File: src/hw/rtl/assert_macros.svh
// ----------------------------------------------------------------------------
// assert_macros : assertion wrappers used by the RTL
// Clocked property checks that reduce to nothing in synthesis builds.
// ----------------------------------------------------------------------------
`ifndef ASSERT_MACROS_SVH
`define ASSERT_MACROS_SVH
`ifndef SYNTHESIS
// check prop on every rising clk edge, suspended while arst_n is low
`define XFP_ASSERT(lbl, prop) \
	lbl: assert property (@(posedge clk) disable iff (!arst_n) prop) \
		else $error("xfp assertion failed");
// check prop on every rising clk edge, reset included
`define XFP_ASSERT_ALWAYS(lbl, prop) \
	lbl: assert property (@(posedge clk) prop) \
		else $error("xfp assertion failed");
`else
`define XFP_ASSERT(lbl, prop)
`define XFP_ASSERT_ALWAYS(lbl, prop)
`endif
`endif

File: src/hw/rtl/xfp_pkg.sv
// ----------------------------------------------------------------------------
// xfp_pkg : shared types and constants of the XOR frame parser
// Payload limit, sync bytes, result codes and parser states.
// ----------------------------------------------------------------------------
`default_nettype none

package xfp_pkg;

	localparam int PayloadMax = 32;
	localparam int AddrW      = (PayloadMax > 1) ? $clog2(PayloadMax) : 1;
	localparam int SizeW      = $clog2(PayloadMax + 1);

	localparam logic [7:0] SyncDollar = 8'h24;
	localparam logic [7:0] SyncM      = 8'h4D;

	typedef enum logic [1:0] {
		ST_OK         = 2'd0,
		ST_BAD_HEADER = 2'd1,
		ST_TOO_LARGE  = 2'd2,
		ST_BAD_CRC    = 2'd3
	} status_t;

	typedef enum logic [7:0] {
		PH_WAIT  = 8'b0000_0001,
		PH_M     = 8'b0000_0010,
		PH_DIR   = 8'b0000_0100,
		PH_SIZE  = 8'b0000_1000,
		PH_DATA  = 8'b0001_0000,
		PH_CHECK = 8'b0010_0000,
		PH_RD    = 8'b0100_0000,
		PH_OUT   = 8'b1000_0000
	} phase_t;

	typedef struct packed {
		status_t    status;
		logic [7:0] direction;
		logic [6:0] frame_size;
		logic       byte_valid;
		logic [7:0] data_byte;
		logic [5:0] byte_index;
		logic       last;
	} result_t;

endpackage

`default_nettype wire

File: src/hw/rtl/xor_frame_parser.sv
// ----------------------------------------------------------------------------
// xor_frame_parser : '$' 'M' dir size payload check frame receiver
// A header or payload byte is taken on each handshake; an error or empty-frame
// result is registered in the accepting cycle. A good frame drains each payload
// byte by a RAM read, then an output load once the output is free, input held.
// Reset clears parser state and the output valid; the payload RAM is not reset.
// ----------------------------------------------------------------------------
`default_nettype none

`include "assert_macros.svh"

module xor_frame_parser (
	input  wire         clk,
	input  wire         arst_n,
	input  wire         s_tvalid,
	output logic        s_tready,
	input  wire  [7:0]  s_tdata,   // [7:0] rx_byte
	output logic        m_tvalid,
	input  wire         m_tready,
	// [7:0] direction, [14:8] frame_size, [22:15] data_byte,
	// [28:23] byte_index, [31:29] zero
	output logic [31:0] m_tdata,
	output logic [2:0]  m_tuser,   // [1:0] status, [2] byte_valid
	output logic        m_tlast
);

	localparam int SizeW = xfp_pkg::SizeW;
	localparam int AddrW = xfp_pkg::AddrW;

	xfp_pkg::phase_t  state_q, state_d;
	logic [7:0]       dir_q, dir_d;
	logic [SizeW-1:0] size_q, size_d;
	logic [SizeW-1:0] cnt_q, cnt_d;
	logic [7:0]       xor_q, xor_d;
	logic [AddrW-1:0] rd_idx_q, rd_idx_d;

	xfp_pkg::result_t out_q, out_d;
	logic             out_vld_q;
	logic             out_load;
	logic             out_free;
	logic             in_fire;
	logic             draining;

	logic [7:0]       mem_q [xfp_pkg::PayloadMax];
	logic [7:0]       rd_data_q;
	logic             mem_we;

	logic [SizeW-1:0] cnt_nxt;
	logic [SizeW-1:0] rd_nxt;

	assign draining = (state_q == xfp_pkg::PH_RD) || (state_q == xfp_pkg::PH_OUT);
	assign out_free = !out_vld_q || m_tready;
	assign s_tready = out_free && !draining;
	assign in_fire  = s_tvalid && s_tready;
	assign cnt_nxt  = cnt_q + SizeW'(1);
	assign rd_nxt   = SizeW'(rd_idx_q) + SizeW'(1);

	always_comb begin
		state_d  = state_q;
		dir_d    = dir_q;
		size_d   = size_q;
		cnt_d    = cnt_q;
		xor_d    = xor_q;
		rd_idx_d = rd_idx_q;
		mem_we   = 1'b0;
		out_load = 1'b0;
		out_d    = '0;
		out_d.last = 1'b1;
		unique case (state_q)
			xfp_pkg::PH_M: begin
				if (in_fire) begin
					if (s_tdata != xfp_pkg::SyncM) begin
						out_load     = 1'b1;
						out_d.status = xfp_pkg::ST_BAD_HEADER;
						state_d      = xfp_pkg::PH_WAIT;
					end else begin
						state_d = xfp_pkg::PH_DIR;
					end
				end
			end
			xfp_pkg::PH_DIR: begin
				if (in_fire) begin
					dir_d   = s_tdata;
					state_d = xfp_pkg::PH_SIZE;
				end
			end
			xfp_pkg::PH_SIZE: begin
				if (in_fire) begin
					if (s_tdata > 8'(xfp_pkg::PayloadMax)) begin
						out_load     = 1'b1;
						out_d.status = xfp_pkg::ST_TOO_LARGE;
						state_d      = xfp_pkg::PH_WAIT;
					end else begin
						size_d  = s_tdata[SizeW-1:0];
						xor_d   = s_tdata;
						cnt_d   = '0;
						state_d = (s_tdata == 8'd0) ? xfp_pkg::PH_CHECK : xfp_pkg::PH_DATA;
					end
				end
			end
			xfp_pkg::PH_DATA: begin
				if (in_fire) begin
					mem_we = 1'b1;
					xor_d  = xor_q ^ s_tdata;
					cnt_d  = cnt_nxt;
					if (cnt_nxt >= size_q) begin
						state_d = xfp_pkg::PH_CHECK;
					end
				end
			end
			xfp_pkg::PH_CHECK: begin
				if (in_fire) begin
					if (s_tdata != xor_q) begin
						out_load     = 1'b1;
						out_d.status = xfp_pkg::ST_BAD_CRC;
						state_d      = xfp_pkg::PH_WAIT;
					end else if (size_q == '0) begin
						out_load        = 1'b1;
						out_d.status    = xfp_pkg::ST_OK;
						out_d.direction = dir_q;
						state_d         = xfp_pkg::PH_WAIT;
					end else begin
						rd_idx_d = '0;
						state_d  = xfp_pkg::PH_RD;
					end
				end
			end
			xfp_pkg::PH_RD: begin
				// payload RAM read issued this cycle, data lands in rd_data_q
				state_d = xfp_pkg::PH_OUT;
			end
			xfp_pkg::PH_OUT: begin
				out_d.status     = xfp_pkg::ST_OK;
				out_d.direction  = dir_q;
				out_d.frame_size = 7'(size_q);
				out_d.byte_valid = 1'b1;
				out_d.data_byte  = rd_data_q;
				out_d.byte_index = 6'(rd_idx_q);
				out_d.last       = (rd_nxt == size_q);
				if (out_free) begin
					out_load = 1'b1;
					if (rd_nxt == size_q) begin
						state_d = xfp_pkg::PH_WAIT;
					end else begin
						rd_idx_d = rd_nxt[AddrW-1:0];
						state_d  = xfp_pkg::PH_RD;
					end
				end
			end
			default: begin
				// waiting for '$'; noise is dropped
				if (in_fire) begin
					state_d = (s_tdata == xfp_pkg::SyncDollar) ? xfp_pkg::PH_M
						: xfp_pkg::PH_WAIT;
				end
			end
		endcase
	end

	always_ff @(posedge clk or negedge arst_n) begin
		if (!arst_n) begin
			state_q   <= xfp_pkg::PH_WAIT;
			dir_q     <= '0;
			size_q    <= '0;
			cnt_q     <= '0;
			xor_q     <= '0;
			rd_idx_q  <= '0;
			out_vld_q <= 1'b0;
		end else begin
			state_q  <= state_d;
			dir_q    <= dir_d;
			size_q   <= size_d;
			cnt_q    <= cnt_d;
			xor_q    <= xor_d;
			rd_idx_q <= rd_idx_d;
			if (out_load) begin
				out_vld_q <= 1'b1;
			end else if (m_tready) begin
				out_vld_q <= 1'b0;
			end
		end
	end

	always_ff @(posedge clk) begin
		if (out_load) begin
			out_q <= out_d;
		end
	end

	// payload RAM: one write port, one registered read port
	always_ff @(posedge clk) begin
		if (mem_we) begin
			mem_q[cnt_q[AddrW-1:0]] <= s_tdata;
		end
		if (state_q == xfp_pkg::PH_RD) begin
			rd_data_q <= mem_q[rd_idx_q];
		end
	end

	assign m_tvalid = out_vld_q;
	assign m_tdata  = {3'b000, out_q.byte_index, out_q.data_byte, out_q.frame_size,
		out_q.direction};
	assign m_tuser  = {out_q.byte_valid, out_q.status};
	assign m_tlast  = out_q.last;

	`XFP_ASSERT_ALWAYS(a_no_take_in_drain, draining |-> !s_tready)
	`XFP_ASSERT(a_cnt_within_size, (state_q == xfp_pkg::PH_DATA) |-> (cnt_q < size_q))
	`XFP_ASSERT(a_drain_idx_in_frame, draining |-> (SizeW'(rd_idx_q) < size_q))
	`XFP_ASSERT(a_error_is_last,
		(m_tvalid && (m_tuser[1:0] != xfp_pkg::ST_OK)) |-> (m_tlast && !m_tuser[2]))

endmodule

`default_nettype wire
File: config.mk
export PLATFORM = sky130hd
export DESIGN_NAME = xor_frame_parser
export DESIGN_NICKNAME = d
export VERILOG_FILES = /design/src/hw/rtl/xfp_pkg.sv /design/src/hw/rtl/xor_frame_parser.sv
export VERILOG_INCLUDE_DIRS = /design/src /design/src/hw/rtl
export SDC_FILE = /design/constraint.sdc
export NUM_CORES = 1
export LEC_CHECK = 0
export BUFFER_PORTS_ARGS = -buffer_cell sky130_fd_sc_hd__buf_4
export CAP_MARGIN = 5
export CORE_MARGIN = 5
export CORE_UTILIZATION = 65
export DETAILED_ROUTE_END_ITERATION = 10
export MAX_ROUTING_LAYER = met4
export PLACE_DENSITY = 0.8
export SLEW_MARGIN = 10
export SYNTH_ARGS = -nofsm -noshare
export SYNTH_HDL_FRONTEND = slang
export SYNTH_SLANG_ARGS = --single-unit
File: constraint.sdc
create_clock -name clk -period 10 [get_ports clk]
set_input_delay 2 -clock clk [delete_from_list [all_inputs] [get_ports clk]]
set_output_delay 2 -clock clk [all_outputs]
set_load 0.005 [all_outputs]
Word level (Yosys, flattened, before mapping)
Memory sizes are Yosys's and may differ from the RTL's. A register that Yosys moved wholly into a read port is not among the register bits. Cells that the tools add are included.

$add $sub $neg: 2. Eq/ne operators: 22. Bitwise logic cells: 2. Muxes and demuxes: 56. Order comparisons: 2. Reduce and logical (&&, ||, !) cells: 17.

Operators by type and width (number): 8-bit 2-to-1 mux (14); 8-bit case mux with 7 select lines (1); 8-bit case mux with 2 select lines (2); 6-bit 2-to-1 mux (5); 5-bit 2-to-1 mux (5); 2-bit inequality test, second input constant (11); 8-bit by 6-bit == test with 1-bit output, second input constant (2); 1-bit 2-to-1 mux (16); 16-bit 2-to-1 mux (1); 7-bit 2-to-1 mux (2); 6-bit case mux with 2 select lines (1); 10-bit 2-to-1 mux (1); 5-bit case mux with 2 select lines (1); 8-bit by 2-bit == test with 1-bit output, second input constant (1); 8-bit by 3-bit == test with 1-bit output, second input constant (1); 8-bit by 4-bit == test with 1-bit output, second input constant (1); 8-bit by 5-bit == test with 1-bit output, second input constant (1); 8-bit by 7-bit == test with 1-bit output, second input constant (1); 8-bit == test, second input constant (1); 8-bit by 6-bit greater-than comparator with 1-bit output, second input constant (1); 8-bit zero test (1); 2-bit 2-to-1 mux (4); 8-bit by 7-bit inequality test with 1-bit output, second input constant (1); 8-bit inequality test (1); 20 further kinds (25).

Memories: 1. Word-level logic and storage cells: 118. Bits in writable memories: 256. Output and inout port bits: 38. Register bits: 75. Input bits: 12.

Memory list: mem_q (depth 32, width 8, rd ports 1, clocked after Yosys merged registers in 1, write ports 1, RTL line xor_frame_parser.sv:44) `logic [7:0] mem_q [xfp_pkg::PayloadMax];`.

Logic depth before layout (Yosys ltp)
Depth in word-level cells: 9. Depth in mapped cells: 11. Mapped depth without buffers: 9.

Worst setup path after synthesis
No wires, ideal clock.

Kind: input to register. Start point: in s_tdata[3]. End point: reg out_q (netlist bit m_tdata[0]), enable pin. Slack: 5.207 ns. Cell stages on the path: 6. Path buffers: 1. Setup time: 0.431 ns. Arrival: 4.362 ns. Required time: 9.569 ns. Cells stage by stage: clkbuf_1 -> or4_4 -> o21ai_2 -> a21oi_2 -> nor3_1 -> o22ai_1.

Word-level cells in the longest chain between the ends: 4. Elaborated cells between the ends (all ways): 10. Those cells by class: order compare (1); eq/ne (2); mux (7).

RTL lines: start, declared (RTL line xor_frame_parser.sv:17) `input wire [7:0] s_tdata,`; 8-bit by 6-bit greater-than comparator with 1-bit output, or another cell as far along (RTL line xor_frame_parser.sv:89) `if (s_tdata > 8'(xfp_pkg::PayloadMax)) begin`; 1-bit 2-to-1 mux (on tied branches) (RTL line xor_frame_parser.sv:89, xor_frame_parser.sv:72, xor_frame_parser.sv:113); 1-bit 2-to-1 mux (on tied branches) (RTL line xor_frame_parser.sv:88, xor_frame_parser.sv:71, xor_frame_parser.sv:112); 1-bit case mux with 4 select lines * (RTL line xor_frame_parser.sv:69) `unique case (state_q)`; net out_load (RTL line xor_frame_parser.sv:39) `logic out_load;`; end signal, assigned (RTL line xor_frame_parser.sv:186) `out_q <= out_d;`; end, declared (RTL line xor_frame_parser.sv:37) `xfp_pkg::result_t out_q, out_d;`.

Mark *: on every way through the listed nets, which the timed path passes. The rest lies on a longest branch. A chain may end at the register's enable or synchronous reset.

Worst setup path after layout
Start point: in m_tready. End point: out s_tready.

Word-level cells in the longest chain between the ends: 2.

RTL lines: start, declared (RTL line xor_frame_parser.sv:19) `input wire m_tready,`; 1-bit logical OR (RTL line xor_frame_parser.sv:52) `assign out_free = !out_vld_q || m_tready;`; 1-bit logical AND (RTL line xor_frame_parser.sv:53) `assign s_tready = out_free && !draining;`; end, declared (RTL line xor_frame_parser.sv:16) `output logic s_tready,`.

Every way passes these cells.

==> impl.org <==
** Die
- The floorplan step set the die height to 156.9 um.
- The floorplan has 53 rows.
- Die span in x :: 156.9 um
- Pin placement for this block handled 50 I/O pins.
- The die covers 0.02462 sq mm.
- Effective utilization at floorplan :: 66.33%
- Core area :: 0.02115 sq mm

** GRT
- Global routing used 42.54% of the available met2 tracks.
- The number of antenna violations at the first check in global routing was 1.
- Maximum number of pins on one net before global-route repair :: 56
- Met3 demand-to-capacity share in global routing :: 4.399%
- The global routing stage identified its most utilized layer as met2.
- Residual overflow from global routing :: 0
- Wire length of the first global-routing pass :: 48340 um
- Combined global-route utilization of all metal layers :: 27.17%
- Routing usage on met1 :: 37.68%
- The via count of the first global-routing pass came to 8088.

** STA
- For the final routed database, the setup TNS stands at 0 ns.
- Hold violation total from the final report :: 0
- # setup viols final :: 0
- RSZ-0062 raised after global routing :: false
- In the finished design, the share of the clock period the worst path needs comes to 45.28%.
- Clock Skew :: 0.02078 ns
- Final number of max-transition violations :: 0
- Transition time of the tightest slew-check pin :: 1.059 ns
- Subtracting the final worst setup slack from the clock period gives 4.528 ns.
- Timing would allow up to 220.9 MHz.
- In this run the tightest slew margin relative to its limit is 29.22%.

** Power and ir drop
- Cell internal pwr :: 2.235 mW
- Final Power :: 2.776 mW
- Power density cells :: 178.5 mW/mm^2
- In this run, the combinational gates consume 1.7% of the power.
- Summed over all nets, the switching power comes to 0.5410 mW.
- Fraction of power consumed by sequential logic :: 55.2%
- Leakage Power :: 5.329 nW
- Clock Power Share :: 43.0%
- Sw Share :: 19.49%
- VDD IR max :: 0.2769 mV

** Job
- Across the run, the number of max-cap violations was 0.

** Worst setup path
- Maximum fanout count along the critical path :: 2
- Data arrives at the worst endpoint at 2.53 ns.
- Among all stages on the critical path, the largest delay is contributed by nor2b_1.
- The worst setup path is launched from an input port.
- By instance count, the cell type seen most on the critical path is buf_4.
- The cell family contributing the most delay on the critical path is simple AND/OR/NAND/NOR gates.
- The largest single stage delay on the critical path is 0.21 ns.
- Buffers and inverters on the worst path :: 2
- CP Data Required Time :: 8.00 ns
- The worst setup path is captured at a primary output.
- Critical path start-end classification :: in -> out
- The critical path goes through buf_4 -> nor2b_1 -> nor2_1 -> buf_4.

** Synthesis
- #FFs+latches synth :: 337
- Counting every instance in the synthesized netlist gives 858.
- Ys flop type :: edfxtp_1
- Summed over its instances, the top area cell type makes up 63.14% of the synthesized netlist area.
- By area the synthesized netlist is led by edfxtp_1 (63%), dfrtp_1 (7.3%), mux4_2 (6.4%).
- Summed over all instances, the cell type with the most area after synthesis is edfxtp_1.
- Number of warnings printed during yosys synthesis :: 0
- Counting flops with an async set or reset pin after synthesis yields a share of 12.46%.
- Post-synth design cell area :: 0.01403 sq mm
- Counting distinct cell types in the post-synthesis netlist gives 66.
- Number of enable-type register cells in the synthesized netlist :: 295
- A synthesized cell averages 16.35 sq um.
- Share of synthesized area occupied by flip-flops and latches :: 70.63%

** Routing
- Routed wirelength normalized by instance count :: 26.53 um
- The first detailed-routing pass ran for 5 iterations.
- Number of vias after detailed routing :: 8031
- The routed design has 31730 um of wire.
- Dividing the detail-routed via count by the number of cells gives 6.715.
- Starting DRT DRC Count :: 1002
- In the routed design, unresolved DRC markers number 0.
- Number of antenna-violating nets in the routed design :: 0

** Finish
- Commonest cells after routing, fill and taps aside :: edfxtp_1 (295), nor2_1 (59), mux2i_1 (58)
- Fill cell instance count of the final layout :: 1241
- Most common cell after layout, fill and taps aside :: edfxtp_1
- The final layout contains 919 nets.
- The area growth from synthesis to layout is 10.83%.
- Cells fill 73.51% of the core in the end.
- Layout cell share with drive strength beyond 1 :: 18.37%

** Placed design
- At the end of routability-driven placement, the weighted congestion stood at 0.8888.
- Buffers placed on the I/O ports in this run total 44.
- DP HPWL :: 19110 um

** Clock tree
- Postcts setup bufs :: 0
- Number of hold buffers added after CTS :: 0
- Root buf cell :: clkbuf_16
- In this run the number of H-tree levels came out at 2.
- Number of buffers on the longest clock path :: 3
- The clock net in this run drives a total of 337 sinks.
- Clock slew seen by the registers of the worst setup and hold paths :: 0.06 ns
- The later pin in the worst-skew pair is clocked with a latency of 0.51 ns.
- TritonCTS built the clock tree.
- In this run, post-CTS repair resized a total of 0 instances.
- Buffers inserted during clock tree synthesis total 34.

** Worst hold path
- In this run the worst hold path is classified as reg -> reg.

** Outcome
- The run finished with clean final reports.
## final timing paths
kind / startpoint / endpoint / slack (ns) / cells after the start
setup / recovery: m_tready / s_tready / 5.47 / 4
hold / removal: dir_q[4] / dir_q[4] / 0.50 / 1
setup reg to reg: state_q[3] / mem_q[15][5] / 5.98 / 5
hold reg to reg: dir_q[4] / dir_q[4] / 0.50 / 1
max in group asynchronous: arst_n / rd_idx_q[0] / 8.08 / 1
min in group asynchronous: arst_n / xor_q[3] / 1.49 / 1
## registers in the layout, summed over array words and instances (netlist names)
register / count
rd_data_q: 8
m_tlast: 1
state_q: 8
m_tuser: 3
mem_q: 256
size_q: 6
m_tvalid: 1
rd_idx_q: 5
dir_q: 8
xor_q: 8
m_tdata: 27
cnt_q: 6
## per-stage QoR
step | hold slack [ns] | std cells | worst slack [ns] | area, sq um
global route | 0.5178 | 1196 | 5.437 | 15550
detailed placement | 0.4970 | 1135 | 5.475 | 14500
floorplan | 0.4692 | 862 | 5.207 | 14050
global placement | 0.4852 | 1135 | 5.528 | 14500
CTS | 0.5100 | 1195 | 5.470 | 15550
finish | 0.5044 | 1196 | 5.472 | 15550
## cells by family (layout without fill, tap and decap cells)
logic type,after synthesis,count (layout),synth area share (%)
XOR/XNOR,19,19,1.186
adder cells (fa/ha/maj),11,11,0.9809
other,1,6,0.02673
multiplexers,114,114,11.84
buffers and inverters,65,123,2.229
AO/OA/AOI/OAI,130,130,6.180
flip-flops,337,337,70.63
AND/OR/NAND/NOR,181,181,6.920
## synthesized netlist by cell type, drive strengths merged (4+ instances only)
master and number:
mux4 40, nor2 60, inv 14, buf 25
nand4 5, ha 11, a21o 12, nor4 5
and2 12, nand4b 6, mux2 16, clkbuf 25
dfrtp 41, mux2i 58, a21oi 41, or3 6
edfxtp 295, nand3b 4, o221ai 25, o21ai 17
nand3 10, o22ai 20, nor3 14, xor2 15
nor2b 11, xnor2 4, nand2 31
## worst reg2reg max path: stages (launching register included)
cell and delay, ns:
dfrtp_1 0.48, nor4_4 0.47, nand4b_1 0.73, nor2_1 0.73
nand2_1 0.48, nor2_1 0.75
## per-layer routing
metal / share of wire (%) / vias to the layer above
met1: 39 / 4010
met3: 9.0 / 84
li1: - / 3437
met5: 0 / -
met4: 3.3 / 0
met2: 49 / 500
## cell type report
class / instances / area, sq um / area share (%)
timing repair buffer: 48 / 360.3 / 2.317
sequential: 337 / 9915 / 63.76
clock buffer: 44 / 908.4 / 5.842
multi-input combinational: 460 / 3829 / 24.62
tap: 275 / 344.1 / 2.213
clock inverter: 16 / 135.1 / 0.8690
inverter: 15 / 56.30 / 0.3621
antenna: 1 / 2.502 / 0.01609
## power groups by stage
stage	clock network (mW)	registers, mW	logic [mW]
4_1_cts	1.21	1.53	0.0480
5_1_grt	1.27	1.53	0.0519
3_3_place_gp	0	1.56	0.0443
6_report	1.19	1.53	0.0480
3_5_place_dp	0	1.56	0.0475
2_1_floorplan	0	1.56	0.0199
(Power assumes the default switching activity.)
